[src/rtl/mm3_pkg.sv]
// ----------------------------------------------------------------------------
// mm3_pkg
// Shared types, constants and helper functions for the MurmurHash3 x64 128
// engine: mixing constants, sequencer states and multiplier request/response.
// ----------------------------------------------------------------------------
package mm3_pkg;

    localparam logic [63:0] C1   = 64'h87c3_7b91_1142_53d5;
    localparam logic [63:0] C2   = 64'h4cf5_ad43_2745_937f;
    localparam logic [63:0] ADD1 = 64'h0000_0000_52dc_e729;
    localparam logic [63:0] ADD2 = 64'h0000_0000_3849_5ab5;
    localparam logic [63:0] F1   = 64'hff51_afd7_ed55_8ccd;
    localparam logic [63:0] F2   = 64'hc4ce_b9fe_1a85_ec53;

    localparam logic [4:0] FULL_BYTES = 5'd16;
    localparam logic [4:0] HALF_BYTES = 5'd8;

    typedef enum logic [4:0] {
        ST_IDLE,
        ST_K1_C1,
        ST_K1_C2,
        ST_L1_MIX,
        ST_L1_MUL5,
        ST_K2_C2,
        ST_K2_C1,
        ST_L2_MIX,
        ST_L2_MUL5,
        ST_LEN,
        ST_FOLD,
        ST_CROSS,
        ST_FM1_A,
        ST_FM1_B,
        ST_FM2_A,
        ST_FM2_B,
        ST_SUM1,
        ST_SUM2,
        ST_OUT
    } t_state;

    typedef struct packed {
        logic        start;
        logic [63:0] a;
        logic [63:0] b;
    } t_mul_req;

    typedef struct packed {
        logic        done;
        logic [63:0] prod;
    } t_mul_rsp;

    function automatic logic [63:0] rotl64(input logic [63:0] x, input int unsigned r);
        return (x << r) | (x >> (64 - r));
    endfunction

    function automatic logic [63:0] xs33(input logic [63:0] x);
        return x ^ (x >> 33);
    endfunction

    // keeps bytes 0..7 of the low word that lie below the count
    function automatic logic [63:0] mask_lo(input logic [4:0] n);
        logic [63:0] m;
        for (int i = 0; i < 8; i++) begin
            m[8*i +: 8] = (n > 5'(i)) ? 8'hff : 8'h00;
        end
        return m;
    endfunction

    // keeps bytes 8..15 of the high word that lie below the count
    function automatic logic [63:0] mask_hi(input logic [4:0] n);
        logic [63:0] m;
        for (int i = 0; i < 8; i++) begin
            m[8*i +: 8] = (n > 5'(i + 8)) ? 8'hff : 8'h00;
        end
        return m;
    endfunction

endpackage

[src/rtl/mm3_mul64.sv]
// ----------------------------------------------------------------------------
// mm3_mul64
// Low 64 bits of a 64x64 product from one shared 32x32 multiplier, adding
// partial products; done is flagged in the cycle after the last step.
// ----------------------------------------------------------------------------
module mm3_mul64 (
    input  logic              i_clk,
    input  logic              i_rst_n,
    input  mm3_pkg::t_mul_req i_req,
    output mm3_pkg::t_mul_rsp o_rsp
);
    import mm3_pkg::*;

    logic        r_busy;
    logic        r_done;
    logic [1:0]  r_step;
    logic [63:0] r_a;
    logic [63:0] r_b;
    logic [63:0] r_acc;

    logic [31:0] mul_a;
    logic [31:0] mul_b;
    logic [63:0] part;
    logic [63:0] term;
    logic [63:0] n_acc;

    always_comb begin
        unique case (r_step)
            2'd0: begin
                mul_a = r_a[31:0];
                mul_b = r_b[31:0];
            end
            2'd1: begin
                mul_a = r_a[31:0];
                mul_b = r_b[63:32];
            end
            default: begin
                mul_a = r_a[63:32];
                mul_b = r_b[31:0];
            end
        endcase
        part  = 64'(mul_a) * 64'(mul_b);
        term  = (r_step == 2'd0) ? part : {part[31:0], 32'h0};
        n_acc = (r_step == 2'd0) ? term : r_acc + term;
    end

    always_ff @(posedge i_clk) begin
        if (!i_rst_n) begin
            r_busy <= 1'b0;
            r_done <= 1'b0;
            r_step <= 2'd0;
        end else begin
            r_done <= 1'b0;
            if (i_req.start) begin
                r_busy <= 1'b1;
                r_step <= 2'd0;
            end else if (r_busy) begin
                if (r_step == 2'd2) begin
                    r_busy <= 1'b0;
                    r_done <= 1'b1;
                end else begin
                    r_step <= r_step + 2'd1;
                end
            end
        end
    end

    always_ff @(posedge i_clk) begin
        if (i_req.start) begin
            r_a <= i_req.a;
            r_b <= i_req.b;
        end else if (r_busy) begin
            r_acc <= n_acc;
        end
    end

    assign o_rsp.done = r_done;
    assign o_rsp.prod = r_acc;

endmodule

[config.mk]
export PLATFORM = sky130hd
export DESIGN_NAME = mm3_mul64
export DESIGN_NICKNAME = d
export VERILOG_FILES = /design/src/rtl/mm3_pkg.sv /design/src/rtl/mm3_mul64.sv
export SDC_FILE = /design/constraint.sdc
export NUM_CORES = 2
export LEC_CHECK = 0
export BUFFER_PORTS_ARGS = -buffer_cell sky130_fd_sc_hd__buf_4
export CAP_MARGIN = 20
export CORE_ASPECT_RATIO = 1.5
export CORE_MARGIN = 1.5
export CORE_UTILIZATION = 53
export CTS_CLUSTER_DIAMETER = 40
export DETAILED_ROUTE_END_ITERATION = 10
export PLACE_DENSITY = 0.67
export SYNTH_ARGS = -nofsm -noshare
export SYNTH_HDL_FRONTEND = slang
export SYNTH_SLANG_ARGS = --single-unit
[constraint.sdc]
create_clock -name i_clk -period 23.7 [get_ports i_clk]
set_clock_uncertainty 0.15 [all_clocks]
set_input_delay 1.185 -clock i_clk [delete_from_list [all_inputs] [get_ports i_clk]]
set_output_delay 1.185 -clock i_clk [all_outputs]
set_load 0.05 [all_outputs]
# Word level (Yosys, flattened, before mapping)
# Cells that the tools add are included.
[classes]
n_addsub = 2
n_mul = 1
eq_ne = 2
n_mux = 8
bitwise_logic = 4
n_reduce_logical = 6
[ops]
columns = ["cell", "count"]
rows = [
  ["2-to-1 mux 64 bit", 2],
  ["adder 64 bit", 1],
  ["multiplier 32 x 32 -> 64 bit", 1],
  ["2-to-1 mux 32 bit", 2],
  ["2-to-1 mux 1 bit", 4],
  ["NOT 1 bit", 4],
  ["AND reduction 2 bit", 2],
  ["OR reduction 2 bit", 2],
  ["OR reduction 3 bit", 1],
  ["adder 2 x 1 -> 2 bit (second input constant)", 1],
  ["== test 2 x 1 -> 1 bit (second input constant)", 1],
  ["== test 2 bit (second input constant)", 1],
  ["zero test 2 bit", 1],
]
[word_totals]
register_bits = 196
in_bits = 131
out_inout_bits = 65
elab_cells = 29

# Longest topological paths before layout
[logic_depth]
word_depth = 7
mapped_depth = 47

# Worst setup path before layout
# Ideal clock, no wire load.
[synth_timing]
path_kind = "register to register"
start = "reg r_step[0]"
end = "reg r_acc[63] (data pin)"
setup_ns = 0.256
arrival_time_ns = 10.973
setup_slack_ns = 12.321
stages_incl_launch_ff = 43
cell_sequence = "dfxtp_1 inv_1 ha_1 buf_2 nor2_1 clkbuf_1 buf_1 mux2i_1 clkbuf_1 nor2_1 fa_1 fa_1 inv_1 fa_1 fa_1 fa_1 inv_1 fa_1 (+7 left out) a21bo_2 nor2_1 o31ai_1 a21o_1 a21oi_1 xor2_1 mux2i_1 ha_1 nand2_1 nor3_4 nand3_2 or4_1 o21ba_4 o31ai_2 o41a_4 o31ai_4 xnor2_1 o211a_1"
[synth_between]
elab_chain_len = 7
[synth_rtl]
columns = ["element", "line_no", "rtl"]
rows = [
  ["start, declared", "mm3_mul64.sv:16", "logic [1:0] r_step;"],
  ["start signal, assigned", "mm3_mul64.sv:62", "r_step <= r_step + 2'd1;"],
  ["== test 2 x 1 -> 1 bit / zero test 2 bit (equally long branches)", "mm3_mul64.sv:28, mm3_mul64.sv:43, mm3_mul64.sv:44", ""],
  ["OR reduction 2 bit (no line)", "n/a", ""],
  ["2-to-1 mux 32 bit", "mm3_mul64.sv:28", "unique case (r_step)"],
  ["multiplier 32 x 32 -> 64 bit", "mm3_mul64.sv:42", "part = 64'(mul_a) * 64'(mul_b);"],
  ["2-to-1 mux 64 bit", "mm3_mul64.sv:43", "term = (r_step == 2'd0) ? part : {part[31:0], 32'h0};"],
  ["adder 64 bit", "mm3_mul64.sv:44", "n_acc = (r_step == 2'd0) ? term : r_acc + term;"],
  ["2-to-1 mux 64 bit *", "mm3_mul64.sv:44", ""],
  ["net n_acc[63]", "mm3_mul64.sv:25", "logic [63:0] n_acc;"],
  ["end signal, assigned", "mm3_mul64.sv:73", "r_acc <= n_acc;"],
  ["end, declared", "mm3_mul64.sv:19", "logic [63:0] r_acc;"],
]
# The timed path passes the listed nets; every way through them passes the cells marked *.
# A chain may end at the register's enable or synchronous reset.

# Worst setup path after layout
# Ends and elaborated chain as after synthesis.

==> results.yml <==
outcome:
  status: "completed"
floorplanning:
  num_rows: 128
  boundaryPins: 196
  start_util_pct: 53.66
  dieArea_mm2: 0.08413
  die_h_um: 354.5
  die_w_um: 237.3
  core-area_mm2: 0.08136
synth:
  postSynth.asyncResetShare_pct: 0
  synth_cells: 4698
  yosys.area.top_type: "fa_1"
  synth_seq_area_share_pct: 13.39
  synthesis.area_mm2: 0.04365
  yosys_warnings: 0
  ys_types: 80
  synth-edff-count: 192
  synth-main-ff-cell: "edfxtp_1"
  synth_top_area_share_pct: 41.14
  synth-seq-cells: 196
  synth.area.top_cells: "fa_1 41%, edfxtp_1 13%, ha_1 9.6%, inv_1 7.6%, nor2_1 5.6%"
  avgSynthCellArea_um2: 9.292
  syn_nets: 6062
route:
  wl_per_cell_um: 24.89
  drt_first_pass_iters: 8
  vias_per_cell: 5.927
  vias: 34527
  routed_wl_mm: 145.0
  drtIter0Drc: 2762
  ant_nets: 0
  drc: 0
timing:
  slew_headroom_pct: 23.50
  hold_violations: 0
  finalCriticalPeriod_ps: 14090
  post-route-period-util_pct: 59.47
  slew_violations: 0
  worstMarginPinSlew_ps: 1125
  finalSetupTns_ps: 0
  setup_viol: 0
  fmax_mhz: 70.95
  rsz0062_at_grt: "false"
clocking:
  post-cts-setup-buffers: 0
  clockBufferDepth: 2
  cts_buffers: 17
  htreeDepth: 4
  worstSkewPairLatency_ps: 560
  clkSinkCount: 196
  cts_root_buf: "clkbuf_16"
  cts_resized: 0
  path_clk_slew_ps: 100
  tritoncts: "done"
  cts_hold_buffers: 0
min_path:
  whs_path_depth: 2
  hp-start: "r_step[0]$_SDFFE_PP0P_"
  min_path_type: "reg2reg"
  hold_path_end: "r_step[0]$_SDFFE_PP0P_"
critical_path:
  path_buf_inv: 6
  max_stage_delay_ps: 930
  crit_path_top_delay_cell: "mux2i_4"
  crit_arrival_ps: 14260
  rr_worst_depth: 39
  reg2reg_slack_ps: 9610
  cp-end-kind: "flip-flop"
  path_common_cell: "fa_1"
  path_class: "reg2reg"
  r2r-start: "r_step[0]$_SDFFE_PP0P_"
  crit_path_max_fanout: 42
  r2r_end: "r_acc[63]$_DFFE_PP_"
  worstPathRequired_ps: 23860
  cp-start-kind: "flip-flop"
  cp_top_family: "adder cells"
grt:
  grt_pass1_vias: 36896
  grt_usage_pct: 35.76
  grt_pass1_wl_mm: 220.4
  antenna_found_initial: 3
  use_met1_pct: 42.39
  grt-ovfl-total: 0
  use_met2_pct: 59.74
  grt_busiest_layer: "met2"
  grtUsageMet3_pct: 6.579
  grt_max_degree: 68
final_layout:
  layout.cells.most_common: "fa_1"
  drive_above_1_share_pct: 9.180
  area_delta_synth_final_pct: 7.742
  final_area_mm2: 0.04703
  layout_common_cells: "897 x fa_1, 883 x inv_1, 653 x nor2_1"
  final_nets: 6133
flow_run:
  maxCapViolCount: 0
placement:
  hpwl_mm: 116.4
  placed_cell_area_mm2: 0.04634
  port_buffers: 195
  place_congestion: 0.9814
==> registers in the layout (all words and copies together), names as in the netlist, named ones only <==
register,flops
r_step,2
r_a,64
r_busy,1
r_done,1
r_b,64
r_acc,63
==> worst reg2reg max path: cells and delay by family, from the launching register on <==
family          cells  cell delay, ps
compound gates      9            3030
xor+xnor            2             640
fa+ha+maj          11            4880
buf+inv             6            1240
flops               1             430
mux                 2            1160
simple gates        9            2300
==> layout make-up <==
cell class                      instances  area [um^2]
Sequential cell                       196         5846
Multi-Input combinational cell       3408        33910
Clock buffer                           17        425.4
Timing Repair Buffer                  262         1983
Tap cell                             1040         1301
Clock inverter                         15        241.5
Inverter                              884         3318
Fill cell                            7290        34330
Antenna cell                            3        7.507
==> metrics by stage <==
stage | utilization [%] | setup WS, ps | hold slack [ps] | cells
after floorplan | - | 12320 | 362.0 | 4698
after global placement | 56.96 | 9868 | 426.1 | 5789
after detailed placement | 56.96 | 9771 | 438.1 | 5789
after CTS | 57.78 | 9678 | 464.4 | 5821
after global routing | 57.81 | 9048 | 511.4 | 5824
final | 57.81 | 9606 | 476.3 | 5825
==> per-layer routing <==
metal	share of wire (%)	wire length (um)
met4	7.7	11170
met2	48	70200
met5	0.0090	13
met3	7.9	11490
met1	36	52100
==> logic make-up (layout without fill, tap and decap cells) <==
| kind of cell | Yosys count | after routing | share of synthesized area, % |
|---|---|---|---|
| buf+inv | 1094 | 1178 | 9.453 |
| fa+ha+maj | 1233 | 1233 | 50.77 |
| flops | 196 | 196 | 13.39 |
| xor+xnor | 112 | 112 | 2.247 |
| compound gates | 503 | 503 | 7.412 |
| simple gates | 1418 | 1418 | 13.26 |
| other cells | 0 | 3 | 0 |
| mux | 142 | 142 | 3.468 |
==> worst max-delay path by stage <==
stage	depth (start not counted)	slack, ps	end	start
finish	39	9610	r_acc[63]$_DFFE_PP_	r_step[0]$_SDFFE_PP0P_
global route	39	9050	r_acc[62]$_DFFE_PP_	r_step[0]$_SDFFE_PP0P_
CTS	39	9680	r_acc[63]$_DFFE_PP_	r_step[0]$_SDFFE_PP0P_
detailed placement	39	9770	r_acc[63]$_DFFE_PP_	r_step[0]$_SDFFE_PP0P_
global placement	39	9870	r_acc[63]$_DFFE_PP_	r_step[1]$_SDFFE_PP0P_
floorplan	42	12320	r_acc[63]$_DFFE_PP_	r_step[0]$_SDFFE_PP0P_
==> cell usage after synthesis, types with 15 or more instances <==
master	instances
fa_1	897
inv_1	883
nor2_1	654
nand2_1	581
ha_1	336
clkbuf_1	192
edfxtp_1	192
a21oi_1	135
o21ai_0	117
a21o_1	94
mux2i_1	70
mux2_2	69
xnor2_1	66
xor2_1	46
nand4_1	34
o21bai_1	29
a31oi_1	23
and3_1	23
nor3_1	21
and2_1	19
nand3_1	19
nor2b_1	15
Power is left out: the tool's default activity adds up to more than one toggle a clock period on the data nets, which glitch-free logic cannot reach.
